$ cat config.mk
export PLATFORM = sky130hd
export DESIGN_NAME = token_stream_lexer
export DESIGN_NICKNAME = d
export VERILOG_FILES = /design/src/hw/rtl/tsl_pkg.sv /design/src/hw/rtl/tsl_step.sv /design/src/hw/rtl/tsl_out_reg.sv /design/src/hw/rtl/token_stream_lexer.sv
export SDC_FILE = /design/constraint.sdc
export NUM_CORES = 1
export LEC_CHECK = 0
export ABC_AREA = 1
export BUFFER_PORTS_ARGS = -buffer_cell sky130_fd_sc_hd__buf_2
export CAP_MARGIN = 20
export CELL_PAD_IN_SITES_DETAIL_PLACEMENT = 0
export CELL_PAD_IN_SITES_GLOBAL_PLACEMENT = 2
export CORE_ASPECT_RATIO = 0.5
export CORE_MARGIN = 8
export CORE_UTILIZATION = 32
export CTS_CLUSTER_SIZE = 20
export DETAILED_ROUTE_END_ITERATION = 16
export GPL_TIMING_DRIVEN = 0
export PLACE_DENSITY_LB_ADDON = 0.1
export SETUP_SLACK_MARGIN = 0.05
export SYNTH_ARGS = -nofsm -noshare
export SYNTH_HDL_FRONTEND = slang
export SYNTH_SLANG_ARGS = --single-unit
$ cat constraint.sdc
create_clock -name clk -period 3 [get_ports clk]
set_input_delay 0.3 -clock clk [delete_from_list [all_inputs] [get_ports clk]]
set_output_delay 0.3 -clock clk [all_outputs]
set_load 0.05 [all_outputs]
$ cat src/hw/rtl/tsl_pkg.sv
package tsl_pkg;

  localparam int CharW = 8;
  localparam int KindW = 2;

  typedef enum logic [1:0] {
    MODE_IDLE   = 2'd0,
    MODE_STRING = 2'd1,
    MODE_NUMBER = 2'd2,
    MODE_WORD   = 2'd3
  } mode_t;

  typedef enum logic [KindW-1:0] {
    KIND_STRING = 2'd0,
    KIND_NUMBER = 2'd1,
    KIND_WORD   = 2'd2
  } kind_t;

  localparam logic [CharW-1:0] ChQuote     = 8'h22;
  localparam logic [CharW-1:0] ChMinus     = 8'h2D;
  localparam logic [CharW-1:0] ChDot       = 8'h2E;
  localparam logic [CharW-1:0] ChBackslash = 8'h5C;
  localparam logic [CharW-1:0] ChLowerN    = 8'h6E;
  localparam logic [CharW-1:0] ChNewline   = 8'h0A;

  // Lexer state that survives between transfers.
  typedef struct packed {
    mode_t             mode;
    logic              held_valid;
    logic [CharW-1:0]  held_char;
    kind_t             held_kind;
    logic              held_is_last;
  } lex_state_t;

  // One character of a token on its way out.
  typedef struct packed {
    logic [CharW-1:0]  token_char;
    kind_t             token_kind;
    logic              token_last;
    logic              unterminated;
  } lex_result_t;

  function automatic logic is_space(input logic [CharW-1:0] c);
    return (c inside {8'd32, [8'd9:8'd13]});
  endfunction

  function automatic logic is_digit(input logic [CharW-1:0] c);
    return (c inside {[8'h30:8'h39]});
  endfunction

  // Token kind that a mode produces; idle falls back to the string kind.
  function automatic kind_t mode_kind(input mode_t m);
    kind_t k;
    case (m)
      MODE_STRING: k = KIND_STRING;
      MODE_NUMBER: k = KIND_NUMBER;
      MODE_WORD:   k = KIND_WORD;
      default:     k = KIND_STRING;
    endcase
    return k;
  endfunction

  // Mode entered by a non-whitespace character that opens a token.
  function automatic mode_t start_mode(input logic [CharW-1:0] c);
    mode_t m;
    if (c == ChQuote) begin
      m = MODE_STRING;
    end else if (is_digit(c) || c == ChMinus) begin
      m = MODE_NUMBER;
    end else begin
      m = MODE_WORD;
    end
    return m;
  endfunction

endpackage

$ cat src/hw/rtl/tsl_step.sv
module tsl_step
  import tsl_pkg::*;
(
  input  lex_state_t        cur,
  input  logic [CharW-1:0]  char_code,
  input  logic              end_of_source,
  output lex_state_t        nxt,
  output logic              res_valid,
  output lex_result_t       res
);

  mode_t sm;
  logic  escape_hit;

  assign sm = start_mode(char_code);

  // Backslash-n collapses into one newline, nothing leaves this time.
  assign escape_hit = !end_of_source && (cur.mode == MODE_STRING) && cur.held_valid &&
                      (cur.held_char == ChBackslash) && (char_code == ChLowerN);

  // Next lexer state.
  always_comb begin
    nxt = cur;
    if (end_of_source) begin
      nxt.mode = MODE_IDLE;
      nxt.held_valid = 1'b0;
      nxt.held_is_last = 1'b0;
    end else if (escape_hit) begin
      nxt.held_char = ChNewline;
    end else begin
      // Every other case sends the held character on and holds the new one unless it is whitespace outside a string.
      nxt.held_valid = 1'b0;
      nxt.held_is_last = 1'b0;
      case (cur.mode)
        MODE_STRING: begin
          nxt.held_valid = 1'b1;
          nxt.held_char = char_code;
          nxt.held_kind = KIND_STRING;
          if (char_code == ChQuote) begin
            nxt.held_is_last = 1'b1;
            nxt.mode = MODE_IDLE;
          end
        end
        MODE_WORD: begin
          if (is_space(char_code)) begin
            nxt.mode = MODE_IDLE;
          end else begin
            nxt.held_valid = 1'b1;
            nxt.held_char = char_code;
            nxt.held_kind = KIND_WORD;
          end
        end
        default: begin
          if (cur.mode == MODE_NUMBER && (is_digit(char_code) || char_code == ChDot)) begin
            nxt.held_valid = 1'b1;
            nxt.held_char = char_code;
            nxt.held_kind = KIND_NUMBER;
          end else begin
            // End of the previous token; this character may open the next.
            if (is_space(char_code)) begin
              nxt.mode = MODE_IDLE;
            end else begin
              nxt.mode = sm;
              nxt.held_valid = 1'b1;
              nxt.held_char = char_code;
              nxt.held_kind = mode_kind(sm);
            end
          end
        end
      endcase
    end
  end

  // The held character leaves unless an escape rewrites it in place.
  always_comb begin
    res_valid = cur.held_valid && !escape_hit;
    res.token_char = cur.held_char;
    res.token_kind = cur.held_kind;
    res.unterminated = end_of_source && (cur.mode == MODE_STRING) && !cur.held_is_last;
    case (cur.mode)
      MODE_STRING: begin
        res.token_last = end_of_source;
      end
      MODE_WORD: begin
        res.token_last = end_of_source || is_space(char_code);
      end
      MODE_NUMBER: begin
        res.token_last = end_of_source ||
                         !(is_digit(char_code) || char_code == ChDot);
      end
      default: begin
        res.token_last = 1'b1;
      end
    endcase
  end

endmodule

$ cat src/hw/rtl/tsl_out_reg.sv
module tsl_out_reg
  import tsl_pkg::*;
(
  input  logic         clk,
  input  logic         rst,
  input  logic         load,
  input  lex_result_t  res,
  output logic         can_load,
  output logic         out_valid,
  input  logic         out_ready,
  output lex_result_t  out_res
);

  // A new result may enter when the register is empty or drains this cycle.
  assign can_load = !out_valid || out_ready;

  always_ff @(posedge clk) begin
    if (rst) begin
      out_valid <= 1'b0;
    end else if (can_load) begin
      out_valid <= load;
    end
  end

  always_ff @(posedge clk) begin
    if (can_load && load) begin
      out_res <= res;
    end
  end

endmodule

$ cat src/hw/rtl/token_stream_lexer.sv
// Channel  Direction  Transfer carries
// -------  ---------  ----------------------------------------------------------
// s_*      in         one source character, or an end-of-source marker
// m_*      out        one token character with its kind, last and error flags
//
// Every input transfer is handled in the cycle it is accepted: the lexer state
// is updated and at most one result is written into the output register.
// A new character is accepted every cycle as long as the
// output register is empty or is being drained in the same cycle.
// Results appear in the cycle after the input transfer that causes them.
// Reset (rst, synchronous) returns the lexer to idle with nothing held back.
// A stalled m_tready only holds off s_tready; no result is ever dropped.
module token_stream_lexer
  import tsl_pkg::*;
(
  input  logic        clk,
  input  logic        rst,
  input  logic        s_tvalid,
  output logic        s_tready,
  input  logic [7:0]  s_tdata,   // [7:0] char_code
  input  logic [0:0]  s_tuser,   // [0] end_of_source
  output logic        m_tvalid,
  input  logic        m_tready,
  output logic [7:0]  m_tdata,   // [7:0] token_char
  output logic [2:0]  m_tuser,   // [1:0] token_kind, [2] unterminated
  output logic        m_tlast    // token_last
);

  lex_state_t  state;
  lex_state_t  state_next;
  logic        res_valid;
  lex_result_t res;
  lex_result_t out_res;
  logic        can_load;
  logic        in_xfer;

  assign s_tready = can_load;
  assign in_xfer = s_tvalid && s_tready;

  tsl_step u_step (
    .cur           (state),
    .char_code     (s_tdata),
    .end_of_source (s_tuser[0]),
    .nxt           (state_next),
    .res_valid     (res_valid),
    .res           (res)
  );

  // The lexer state only moves on an accepted input transfer.
  always_ff @(posedge clk) begin
    if (rst) begin
      state.mode <= MODE_IDLE;
      state.held_valid <= 1'b0;
      state.held_char <= '0;
      state.held_kind <= KIND_STRING;
      state.held_is_last <= 1'b0;
    end else if (in_xfer) begin
      state <= state_next;
    end
  end

  tsl_out_reg u_out (
    .clk       (clk),
    .rst       (rst),
    .load      (in_xfer && res_valid),
    .res       (res),
    .can_load  (can_load),
    .out_valid (m_tvalid),
    .out_ready (m_tready),
    .out_res   (out_res)
  );

  assign m_tdata = out_res.token_char;
  assign m_tuser = {out_res.unterminated, out_res.token_kind};
  assign m_tlast = out_res.token_last;

  // An unterminated flag only closes a string token.
  a_unterm_is_last_string: assert property (@(posedge clk) disable iff (rst)
    m_tvalid && m_tuser[2] |-> m_tlast && (m_tuser[1:0] == KIND_STRING))
    else $error("unterminated flag on a non-final or non-string character");

  // Between tokens the only held character is a closing quote.
  a_idle_hold_is_quote: assert property (@(posedge clk) disable iff (rst)
    (state.mode == MODE_IDLE) && state.held_valid |->
      state.held_is_last && (state.held_char == ChQuote))
    else $error("idle lexer holds a character other than a closing quote");

  // A character known to be final is always a held string character.
  a_final_held_string: assert property (@(posedge clk) disable iff (rst)
    state.held_is_last |-> state.held_valid && (state.held_kind == KIND_STRING))
    else $error("final marker on a held character that is not a string quote");

  // A transfer that yields a result always has room in the output register.
  a_result_has_room: assert property (@(posedge clk) disable iff (rst)
    in_xfer && res_valid |=> m_tvalid)
    else $error("result of an accepted transfer was lost");

endmodule
==> Yosys cells after proc, flatten, opt, wreduce, memory -nomap -nowiden <==
Index checks and enable logic that the tools add are counted.
{ "word_totals": {"ff_bits": 27, "output_inout_bits": 14, "elab_cells": 82} }
{ "classes": {"magnitude_cmp": 4, "eq_ne": 19, "muxes": 19, "n_bitwise": 2, "n_reduce_logical": 28} }
{ "ops": {"columns": ["op", "count"], "rows": [
  ["11-bit two-way mux", 3],
  ["8-bit by 6-bit == test with 1-bit output, second input constant", 4],
  ["13-bit one-hot mux with 2 select lines", 1],
  ["8-bit by 7-bit == test with 1-bit output, second input constant", 2],
  ["1-bit logical AND", 13],
  ["3-bit by 2-bit inequality test with 1-bit output, second input constant", 4],
  ["2-bit two-way mux", 5],
  ["5-bit AND reduction", 2],
  ["2-bit == test, second input constant", 4],
  ["8-bit by 4-bit greater-or-equal comparator with 1-bit output, second input constant", 1],
  ["8-bit by 6-bit greater-or-equal comparator with 1-bit output, second input constant", 1],
  ["8-bit by 4-bit less-or-equal comparator with 1-bit output, second input constant", 1],
  ["8-bit by 6-bit less-or-equal comparator with 1-bit output, second input constant", 1],
  ["8-bit two-way mux", 1],
  ["3-bit two-way mux", 2],
  ["1-bit logical NOT", 5],
  ["1-bit logical OR", 5],
  ["1-bit two-way mux", 5],
  ["2-bit inequality test, second input constant", 2],
  ["4-bit by 2-bit inequality test with 1-bit output, second input constant", 1],
  ["4-bit by 3-bit inequality test with 1-bit output, second input constant", 1],
  ["2-bit one-hot mux with 2 select lines", 1],
  ["4-bit AND reduction", 1],
  ["1-bit one-hot mux with 3 select lines", 1],
  ["other kinds (4)", 5]
]} }

==> Depth between registers and ports, before layout <==
Gate-level depths: netlist (run 1).
{ "logic_depth": {"ltp_word": 12, "mapped_depth": 11} }

==> Cells and area by module <==
Synthesis (run 1) repeated with hierarchy kept, for this count alone.
{ "unflattened": {"cells_unflattened": 279, "area_unflattened_um2": 1820.5} }
{ "by_module_without_submodules": {"columns": ["module", "instances", "cells_each", "area_per_inst_um2", "seq_area_each_um2"], "rows": [
  ["tsl_step", 1, 169, 810.8, 0.0],
  ["token_stream_lexer", 1, 92, 601.8, 280.3],
  ["tsl_out_reg", 1, 18, 407.9, 380.4]
]} }

==> Worst setup path after synthesis (run 1) <==
Ideal clock, no wire load.
{ "synth_path": {"path_type": "reg-to-reg", "startpoint": "register u_out.out_valid", "endpoint": "register u_out.out_res[0] (netlist name)", "setup_ps": 382, "t_arrival_ps": 1832, "required_ps": 2618, "path_slack_ps": 786, "path_stages_with_launch": 6, "n_path_buf": 0, "cell_sequence": "dfxtp_1 > nand2_1 > nand2_1 > inv_1 > nand2_2 > nor2_1"} }
{ "synth_between": {"elab_chain_len": 5} }
{ "synth_rtl": {"columns": ["element", "line_no", "text"], "rows": [
  ["start, declared", "tsl_out_reg.sv:9", "output logic out_valid,"],
  ["start signal, assigned", "tsl_out_reg.sv:21", "out_valid <= load;"],
  ["1-bit logical NOT (*)", "tsl_out_reg.sv:15", "assign can_load = !out_valid || out_ready;"],
  ["1-bit logical OR (*)", "tsl_out_reg.sv:15", null],
  ["named net s_tready", "token_stream_lexer.sv:19", "output logic s_tready,"],
  ["1-bit logical AND", "token_stream_lexer.sv:38", "assign in_xfer = s_tvalid && s_tready;"],
  ["1-bit logical AND", "token_stream_lexer.sv:65", ".load (in_xfer && res_valid),"],
  ["1-bit logical AND (*)", "tsl_out_reg.sv:26", "if (can_load && load) begin"]
]} }
Mark *: on every way through the listed nets, which the timed path passes. The rest lies on a longest branch.
A chain may end at the register's enable or synchronous reset.

==> Worst setup path in the final report (run 1) <==
{ "layout_path": {"startpoint": "register state[12] in the netlist's numbering", "endpoint": "register u_out.out_res[9] (netlist name)"} }
{ "layout_between": {"elab_chain_len": 9} }
{ "layout_rtl": {"columns": ["element", "line_no", "text"], "rows": [
  ["start, declared", "token_stream_lexer.sv:29", "lex_state_t state;"],
  ["start signal, assigned", "token_stream_lexer.sv:58", "state <= state_next;"],
  ["2-bit by 1-bit == test with 1-bit output", "tsl_step.sv:18", "assign escape_hit = !end_of_source && (cur.mode == MODE_STRING) && cur.held_valid &&"],
  ["1-bit logical AND (3 in series)", "tsl_step.sv:18", null],
  ["1-bit logical AND", "tsl_step.sv:19", "(cur.held_char == ChBackslash) && (char_code == ChLowerN);"],
  ["1-bit logical NOT", "tsl_step.sv:76", "res_valid = cur.held_valid && !escape_hit;"],
  ["1-bit logical AND", "tsl_step.sv:76", null],
  ["1-bit logical AND", "token_stream_lexer.sv:65", null],
  ["1-bit logical AND", "tsl_out_reg.sv:26", null]
]} }
Every way passes these cells.

==> results of run 1 <==
==> cell type report <==
type,instances,area (um^2),area share
well taps,57,71.32,0.04273
clock buffers,3,41.29,0.02474
multi-input cells,131,611.8,0.3666
repair buffers,27,141.4,0.08471
clock inverters,1,7.507,0.004498
plain buffers,1,15.01,0.008996
flip-flops and latches,27,660.6,0.3958
inverters,32,120.1,0.07196
==> flip-flops by register name, indices dropped and copies added, names as in the netlist <==
name,flops
u_out.out_valid,1
state,14
u_out.out_res,12
==> Yosys cell counts, drive strengths merged <==
master | count | share of area
a21boi | 1 | 0.0053
a21oi | 10 | 0.036
buf | 1 | 0.011
clkinv | 2 | 0.0053
dfxtp | 15 | 0.21
edfxtp | 12 | 0.26
inv | 30 | 0.080
nand2 | 54 | 0.17
nand3 | 11 | 0.043
nand3b | 1 | 0.0053
nand4 | 5 | 0.027
nor2 | 41 | 0.12
nor3 | 5 | 0.021
o21ai | 3 | 0.011
==> where the power goes <==
part / leakage, nW / total [mW] / internal, mW / switching [mW]
logic: 0.528 / 0.121 / 0.0384 / 0.0828
registers: 0.234 / 0.414 / 0.402 / 0.0117
clock network: 0.0217 / 0.212 / 0.0943 / 0.118
total: 0.784 / 0.748 / 0.535 / 0.213
==> per-layer routing <==
layer	routed length, um	up-vias
met4	6	0
li1	-	661
met3	200	2
met5	0	-
met1	1873	534
met2	1432	21
==> path summary, 6_finish.rpt <==
| path | startpoint | end | slack [ns] |
|---|---|---|---|
| worst min-delay path | rst | u_out.out_valid | 0.29 |
| worst max register to register | state[12] | u_out.out_res[9] | 1.02 |
| worst max-delay path | state[12] | u_out.out_res[9] | 1.02 |
| worst min register to register | state[2] | u_out.out_res[3] | 0.44 |
==> worst register-to-register path, delay by kind of cell (launching register included) <==
kind,cells,cell delay [ns]
simple gates,6,1.01
flops,1,0.35
buf+inv,2,0.35
==> logic make-up after synthesis <==
kind of cell / count (synthesis) / share of synthesized area
AND/OR/NAND/NOR: 117 / 0.3831
buffers and inverters: 33 / 0.09599
flip-flops: 27 / 0.4693
AO/OA/AOI/OAI: 14 / 0.05156
==> flow_summary_export.csv, run 1 <==
group,metric,value,unit
timing,skew,0.002676,ns
worst_setup_path,crit_chain,"inv_1, nor2_2, nand2_1, nor2_1, nand3_2, nand2_2, nor2_1, buf_6",
placement,place_hpwl,2.895,mm
timing,worst_slew_pin_slew,0.5825,ns
worst_setup_path,cp_max_fo,8,
worst_setup_path,crit_path_end_kind,"flip-flop",
placement,numPortBuffers,26,
placement,dpl_cell_area,1620,um^2
finish,syn_to_final_growth,18.58,%
synth,synth_cell_types,22,
worst_setup_path,crit_required,3.00,ns
cts,postCtsSetupBuffers,0,
timing,setup_viol,0,
grt,grt_max_degree,17,
synth,yosysSeqAreaShare,0.4693,
cts,path_clk_slew,0.10,ns
grt,grt_overflow,0,
min_path,whs_path_depth,2,
route,routed_wl,3.512,mm
timing,finalCriticalPeriod,1.985,ns
cts,numCtsBuffers,3,
finish,final_cells,279,
route,wire_per_inst,12.59,um
cts,cts_resized,0,
route,drc_errors,0,
grt,grt_usage,0.1066,
floorplanning,die_y,62.90,um
finish,diodes,0,
timing,hold_viol,0,
floorplanning,rows,17,
floorplanning,io_pins,27,
timing,rsz0062_at_grt,"false",
placement,gp_congestion,0.7822,
finish,postLayoutCellArea,1669,um^2
placement,post-place-ws,0.9436,ns
synth,ys_seq_elements,27,
run_status,status,"finished clean",
cts,cts_sinks,27,
cts,h-tree-depth,1,
worst_setup_path,path_class,"flip-flop to flip-flop",
worst_setup_path,cp_top_family,"simple AND/OR/NAND/NOR gates",
synth,avgSynthCellArea,7.370,um^2
timing,fmax,503.8,MHz
grt,grt_first_pass_wirelength,5.830,mm
worst_setup_path,slowest_delay,0.47,ns
grt,met2_usage,0.1523,
grt,grt-busiest-layer,"met1",
route,drt_first_iter_violations,33,
cts,root_buffer,"clkbuf_8",
worst_setup_path,crit_path_start_kind,"flip-flop",
power_and_ir_drop,finalPower,747.6,uW
timing,final.period_utilization,0.6616,
worst_setup_path,crit_top_cell,"nor2_1",
route,viasPerCell,4.366,
cts,clk_path_buf_depth,2,
grt,met1_usage,0.1539,
synth,netlist_instances,191,
grt,antenna_found_initial,0,
worst_setup_path,reg2reg_depth,8,
timing,slew_headroom,0.6103,
synth,yosys_warnings,0,
finish,final_nets,236,
finish,layout-drive-gt1-share,0.2207,
power_and_ir_drop,ir_drop,163.7,uV
synth,syn-num-nets,204,
placement,place_inst,275,
finish,mostFrequentLayoutCell,"nand2_1",
floorplanning,core-area,4318,um^2
timing,finalMaxSlewViolations,0,
floorplanning,die-area,6906,um^2
power_and_ir_drop,p_per_area,447.9,nW/um^2
power_and_ir_drop,p_leak,0.7837,nW
floorplanning,die_width,109.8,um
cts,cts_tree,"yes",
route,dr.pass1.iters,4,
worst_setup_path,cp.depth,8,
grt,grt_pass1_vias,1185,
route,num_vias,1218,
worst_setup_path,crit_buf_inv,2,
cts,clk_latency,0.27,ns
timing,setup_tns,0,ns
timing,fin_ws,1.015,ns
finish,fill_cells,477,
grt,grtUsageMet3,0.03498,
finish,post-route-util,0.3866,
worst_setup_path,cpMaxStageDelayCell,"nor2_1",
min_path,hold_class,"primary input to flip-flop",
finish,layout_common_cells,"nand2_1, nor2_1, inv_1",
synth,syn_area,1408,um^2
worst_setup_path,cp.arrival,1.98,ns
floorplanning,start_util,0.3260,
route,drtAntennaViolNets,0,
run,cap_violations,0,
cts,cts_hold_buffers,0,
timing,fin_hold_ws,0.2877,ns
(Power assumes the default switching activity.)
==> run 2: changes to the inputs <==
ABC_AREA = 0   (was 1)
CORE_UTILIZATION = 30   (was 32)
clock period = 1.75 ns   (was 3 ns; I/O delays follow)
==> flow_summary_export.csv, run 2 <==
group,metric,value,unit
run_status,status,"finished clean",
cts,clk_path_buf_depth,2,
worst_setup_path,rr_startpoint,"state[10]",
min_path,hold_start,"rst",
placement,gp_congestion,0.8034,
power_and_ir_drop,p_per_area,761.6,nW/um^2
worst_setup_path,reg2reg_depth,5,
placement,place_inst,217,
finish,layout-drive-gt1-share,0.3313,
timing,final.period_utilization,0.9243,
finish,largest_reg_flops,14,
floorplanning,die-area,6934,um^2
timing,rsz0062_at_grt,"false",
min_path,hold_class,"primary input to flip-flop",
placement,numPortBuffers,25,
min_path,whs_path_depth,2,
floorplanning,rows,17,
synth,yosysSeqAreaShare,0.4981,
worst_setup_path,slowest_delay,0.35,ns
power_and_ir_drop,p_leak,0.5877,nW
timing,setup_tns,0,ns
synth,synth_top_family_by_area,"simple AND/OR/NAND/NOR gates",
cts,clk_latency,0.28,ns
finish,final_nets,180,
timing,fmax,618.2,MHz
timing,skew,0.007091,ns
synth,syn-num-nets,148,
synth,synth_area_leaders,"edfxtp_1, dfxtp_1, a21oi_1, o21ai_0, nand3_1",
floorplanning,die_width,110.0,um
route,viasPerCell,5.139,
synth,ys_seq_elements,27,
finish,post-route-util,0.3819,
placement,post-place-ws,-0.3073,ns
synth,synth_cell_types,39,
route,num_vias,1146,
synth,syn_area,1326,um^2
route,drc_errors,0,
floorplanning,core-area,4318,um^2
cts,cts_tree,"yes",
cts,h-tree-depth,1,
worst_setup_path,cp_max_fo,6,
synth,synth-simple-area-share,0.2500,
finish,reg.largest.list,"state: 14 flops, u_out.out_res: 12 flops, u_out.out_valid: 1 flops",
synth,synth.top_cell.area_share,0.2717,
grt,grt_max_degree,17,
worst_setup_path,crit_path_end_kind,"flip-flop",
grt,grt_overflow,0,
worst_setup_path,path_class,"flip-flop to flip-flop",
grt,grt_pass1_vias,1120,
cts,numCtsBuffers,3,
timing,finalMaxSlewViolations,0,
floorplanning,start_util,0.3072,
synth,synth_common_cells,"a21oi_1, dfxtp_1, edfxtp_1, o21ai_0, nand2_1",
worst_setup_path,cpMaxStageDelayCell,"dfxtp_1",
route,drt_first_iter_violations,44,
synth,async_flop_share,0,
finish,syn_to_final_growth,24.34,%
synth,synth_xor_area_frac,0,
worst_setup_path,crit_buf_inv,1,
synth,synth_compound_gate_area_share,0.1953,
run,cap_violations,0,
finish,top_register,"state",
synth,synthMuxAreaShare,0.02264,
placement,place_hpwl,2.790,mm
worst_setup_path,cp_top_family,"simple AND/OR/NAND/NOR gates",
timing,slew_headroom,0.6535,
synth,yosys_warnings,0,
timing,setup_viol,0,
timing,worst_slew_pin_slew,0.5178,ns
worst_setup_path,reg2reg_to,"u_out.out_res[9]",
floorplanning,die_y,63.02,um
cts,root_buffer,"clkbuf_8",
finish,final_cells,223,
cts,path_clk_slew,0.10,ns
finish,fill_cells,458,
worst_setup_path,crit_required,1.77,ns
grt,grt_first_pass_wirelength,6.016,mm
cts,cts_hold_buffers,0,
route,drtAntennaViolNets,0,
power_and_ir_drop,ir_drop,246.6,uV
finish,mostFrequentLayoutCell,"buf_2",
min_path,holdPathEnd,"state[7]",
synth,avgSynthCellArea,9.824,um^2
synth,netlist_instances,135,
grt,grt_usage,0.1113,
synth,ys.flop_type,"dfxtp_1",
finish,layout_common_cells,"buf_2, a21oi_1, dfxtp_1",
synth,synth_fa_ha_area_frac,0,
floorplanning,io_pins,27,
route,dr.pass1.iters,4,
timing,fin_ws,0.1325,ns
worst_setup_path,cp.arrival,1.64,ns
power_and_ir_drop,finalPower,1.256,mW
finish,diodes,0,
timing,hold_viol,0,
worst_setup_path,rrSetupSlack,0.13,ns
timing,finalCriticalPeriod,1.618,ns
synth,synth_most_common_cell,"a21oi_1",
cts,cts_sinks,27,
worst_setup_path,crit_chain,"nor4b_4, and4_4, a21oi_2, nand2_2, clkinvlp_4",
synth,synth_area_leader_cell,"edfxtp_1",
worst_setup_path,crit_path_start_kind,"flip-flop",
route,routed_wl,3.786,mm
synth,synth-edff-count,12,
grt,antenna_found_initial,0,
route,wire_per_inst,16.98,um
run 2: cell count changes after synthesis, sizes merged, moves of 3 or more:
cell | previous run | this run
mux2i | 0 | 3
nand2 | 54 | 10
nor2 | 41 | 6
o21ai | 3 | 12
nand2b | 0 | 4
inv | 30 | 5
a21oi | 10 | 17
run 2: report_power, final:
group | internal, mW | total (mW) | switching (mW)
Clock | 0.162 | 0.375 | 0.213
Sequential | 0.680 | 0.701 | 0.0202
Combinational | 0.0627 | 0.180 | 0.117
run 2: metrics by stage:
| stage | hold slack, ns | cell area [um^2] |
|---|---|---|
| 3_5_place_dp | 0.4124 | 1530 |
| 2_1_floorplan | 0.2441 | 1334 |
| 4_1_cts | 0.1060 | 1619 |
| 5_1_grt | 0.1093 | 1649 |
| 3_3_place_gp | 0.4161 | 1530 |
| 6_report | 0.1079 | 1649 |
run 2: worst max-delay path by stage:
stage,depth (start not counted),slack (ns),start,to
global placement,6,-0.33,s_tdata[6],u_out.out_res[1]
CTS,5,0.05,u_out.out_valid,state[2]
global route,5,0.05,state[10],u_out.out_res[9]
detailed placement,6,-0.31,s_tdata[6],u_out.out_res[1]
finish,5,0.13,state[10],u_out.out_res[9]
floorplan,5,0.05,u_out.out_valid,u_out.out_res[0]
run 2: kinds of logic (layout without fill, tap and decap cells):
| kind of cell | after synthesis | in the layout |
|---|---|---|
| compound gates | 39 | 39 |
| flops | 27 | 27 |
| buf+inv | 10 | 41 |
| simple gates | 56 | 56 |
| mux | 3 | 3 |
run 2: area by class of cell:
| cell class | count | area, um^2 | area share |
|---|---|---|---|
| repair inverters | 1 | 7.507 | 0.004552 |
| inverters | 5 | 21.27 | 0.01290 |
| repair buffers | 27 | 140.1 | 0.08498 |
| multi-input cells | 98 | 673.1 | 0.4082 |
| well taps | 57 | 71.32 | 0.04325 |
| plain buffers | 4 | 21.27 | 0.01290 |
| clock inverters | 1 | 7.507 | 0.004552 |
| clock buffers | 3 | 41.29 | 0.02504 |
| flip-flops and latches | 27 | 665.6 | 0.4036 |
run 2: worst reg2reg max path, delay by kind of cell, from the launching register on:
kind                   cells  cell delay [ns]
AOI/OAI and AO/OA          1             0.09
and+or+nand+nor            3             0.75
buffers and inverters      1             0.18
DFF                        1             0.35
run 2: metal layers:
| metal | up-vias | track usage | wire, um |
|---|---|---|---|
| li1 | 571 | - | - |
| met1 | 553 | 0.1585 | 1934 |
| met2 | 20 | 0.1582 | 1667 |
| met3 | 2 | 0.03601 | 166 |
| met4 | 0 | 0.02003 | 17 |
| met5 | - | 0 | 0 |
run 2: what timing repair did:
item                                    in CTS  in global routing
buffers inserted                             0                  2
pin swaps                                    2                  3
endpoints found under the setup margin      18                  8
gates cloned                                 1                  0
gates resized for setup                     10                  3
==> run 3: changes to the inputs <==
--- a/config.mk
+++ b/config.mk
@@ -14,5 +14,5 @@
 export CORE_MARGIN = 8
 export CORE_UTILIZATION = 30
-export CTS_CLUSTER_SIZE = 20
+export CTS_CLUSTER_SIZE = 14
 export DETAILED_ROUTE_END_ITERATION = 16
 export GPL_TIMING_DRIVEN = 0
==> constraint.sdc (replaced) <==
create_clock -name clk -period 1.75 [get_ports clk]
set_input_delay 0.175 -clock clk [delete_from_list [all_inputs] [get_ports clk]]
set_output_delay 0.175 -clock clk [all_outputs]
set_load 0.02 [all_outputs]
==> flow_summary_export.csv, run 3 (same netlist as run 2, synthesis figures left out) <==
group,metric,value,unit
timing,setup_tns,0,ns
timing,slew_headroom,0.6754,
min_path,whs_path_depth,2,
grt,grt_first_pass_wirelength,5.644,mm
worst_setup_path,cpMaxStageDelayCell,"dfxtp_4",
finish,reg.largest.list,"state: 14 flops, u_out.out_res: 12 flops, u_out.out_valid: 1 flops",
floorplanning,die_y,63.02,um
cts,numCtsBuffers,3,
placement,gp_congestion,0.7722,
timing,finalCriticalPeriod,1.643,ns
finish,mostFrequentLayoutCell,"buf_2",
worst_setup_path,crit_required,1.74,ns
route,routed_wl,3.606,mm
grt,antenna_found_initial,0,
route,drt_first_iter_violations,54,
grt,grt_overflow,0,
timing,setup_viol,0,
timing,final.period_utilization,0.9389,
timing,finalMaxSlewViolations,0,
cts,cts_sinks,27,
finish,diodes,0,
worst_setup_path,crit_path_start_kind,"flip-flop",
finish,largest_reg_flops,14,
run,cap_violations,0,
worst_setup_path,cp.arrival,1.64,ns
route,viasPerCell,5.076,
cts,clk_latency,0.28,ns
cts,cts_tree,"yes",
power_and_ir_drop,pwr-share-seq,0.566,
worst_setup_path,reg2reg_depth,5,
timing,fmax,608.6,MHz
finish,postLayoutCellArea,1657,um^2
worst_setup_path,cp.depth,5,
route,wire_per_inst,16.17,um
worst_setup_path,crit_buf_inv,1,
placement,numPortBuffers,25,
placement,place_inst,217,
worst_setup_path,path_class,"flip-flop to flip-flop",
route,dr.pass1.iters,4,
finish,layout-drive-gt1-share,0.3434,
power_and_ir_drop,clkPwrFrac,0.300,
power_and_ir_drop,power.share.switching,0.2676,
cts,root_buffer,"clkbuf_8",
placement,place_hpwl,2.680,mm
floorplanning,start_util,0.3072,
cts,h-tree-depth,1,
power_and_ir_drop,combPwrFrac,0.134,
worst_setup_path,crit_chain,"nor3b_4, and4_4, a21oi_4, nand2_2, clkinvlp_4",
route,wl_met2,1.534,mm
power_and_ir_drop,power.internal,906.2,uW
finish,layout_common_cells,"buf_2, a21oi_1, edfxtp_1",
floorplanning,die_width,110.0,um
finish,syn_to_final_growth,24.91,%
floorplanning,core-area,4318,um^2
grt,grt_max_degree,17,
worst_setup_path,cp_max_fo,8,
timing,hold_viol,0,
min_path,hold_class,"primary input to flip-flop",
floorplanning,io_pins,27,
route,drc_errors,0,
grt,grt_usage,0.1049,
power_and_ir_drop,ir_drop,304.0,uV
timing,rsz0062_at_grt,"false",
worst_setup_path,cp_top_family,"simple AND/OR/NAND/NOR gates",
floorplanning,die-area,6934,um^2
power_and_ir_drop,p_leak,0.5837,nW
finish,final_nets,180,
placement,dpl_cell_area,1523,um^2
route,wl_met1,1.881,mm
grt,grt_pass1_vias,1080,
timing,skew,0.007116,ns
floorplanning,rows,17,
route,num_vias,1132,
worst_setup_path,crit_path_end_kind,"flip-flop",
power_and_ir_drop,p_per_area,746.9,nW/um^2
power_and_ir_drop,power_switching,331.2,uW
route,top_layer,"met4",
cts,path_clk_slew,0.10,ns
worst_setup_path,slowest_delay,0.40,ns
route,drtAntennaViolNets,0,
timing,worst_slew_pin_slew,0.4850,ns
run_status,status,"finished clean",
finish,final_cells,223,
route,wl_met3,173,um
cts,clk_path_buf_depth,2,
finish,top_register,"state",
-- run 3: layout make-up --
| type | instances | area, um^2 |
|---|---|---|
| plain buffers | 4 | 21.27 |
| clock buffers | 3 | 41.29 |
| clock inverters | 1 | 7.507 |
| fillers | 452 | 2661 |
| inverters | 5 | 21.27 |
| multi-input cells | 98 | 678.2 |
| flip-flops and latches | 27 | 668.1 |
| well taps | 57 | 71.32 |
| repair buffers | 27 | 140.1 |
| repair inverters | 1 | 7.507 |
-- run 3: final timing paths --
| path | startpoint | end | slack, ns |
|---|---|---|---|
| max | state[12] | u_out.out_res[6] | 0.11 |
| min | rst | state[1] | 0.14 |
| max reg2reg | state[12] | u_out.out_res[6] | 0.11 |
| min reg2reg | state[1] | u_out.out_res[2] | 0.45 |
-- run 3: layer usage --
metal  GRT usage  vias up
li1            -      571
met1      0.1474      537
met2      0.1508       22
met3     0.03395        2
met4     0.02003        0
met5           0        -
-- run 3: worst reg2reg max path, cell delays in order, from the launching register on --
cell and delay (ns):
dfxtp_4 0.40, nor3b_4 0.25, and4_4 0.29, a21oi_4 0.08
nand2_2 0.13, clkinvlp_4 0.21
-- run 3: power by group through the flow --
stage	Combinational, mW	Clock [mW]	Sequential [mW]
CTS	0.162	0.387	0.700
floorplan	0.0940	0	0.712
global placement	0.161	0	0.707
global route	0.182	0.403	0.703
finish	0.166	0.371	0.700
detailed placement	0.159	0	0.707
-- run 3: stage by stage --
stage | power [mW] | util | hold WS (ns) | setup slack [ns]
2_1_floorplan | 0.8061 | - | 0.2441 | 0.1388
3_3_place_gp | 0.8680 | 0.3527 | 0.4135 | -0.2278
3_5_place_dp | 0.8668 | 0.3527 | 0.4174 | -0.1795
4_1_cts | 1.249 | 0.3755 | 0.1528 | 0.04635
5_1_grt | 1.288 | 0.3837 | 0.1543 | 0.05309
6_report | 1.237 | 0.3837 | 0.1396 | 0.1069
-- run 3: timing repair --
item,CTS,global route
setup buffers,0,2
gates resized for setup,13,4
pin swaps,4,3
gates cloned,1,0
hold buffers,0,0
setup endpoints to repair,16,7
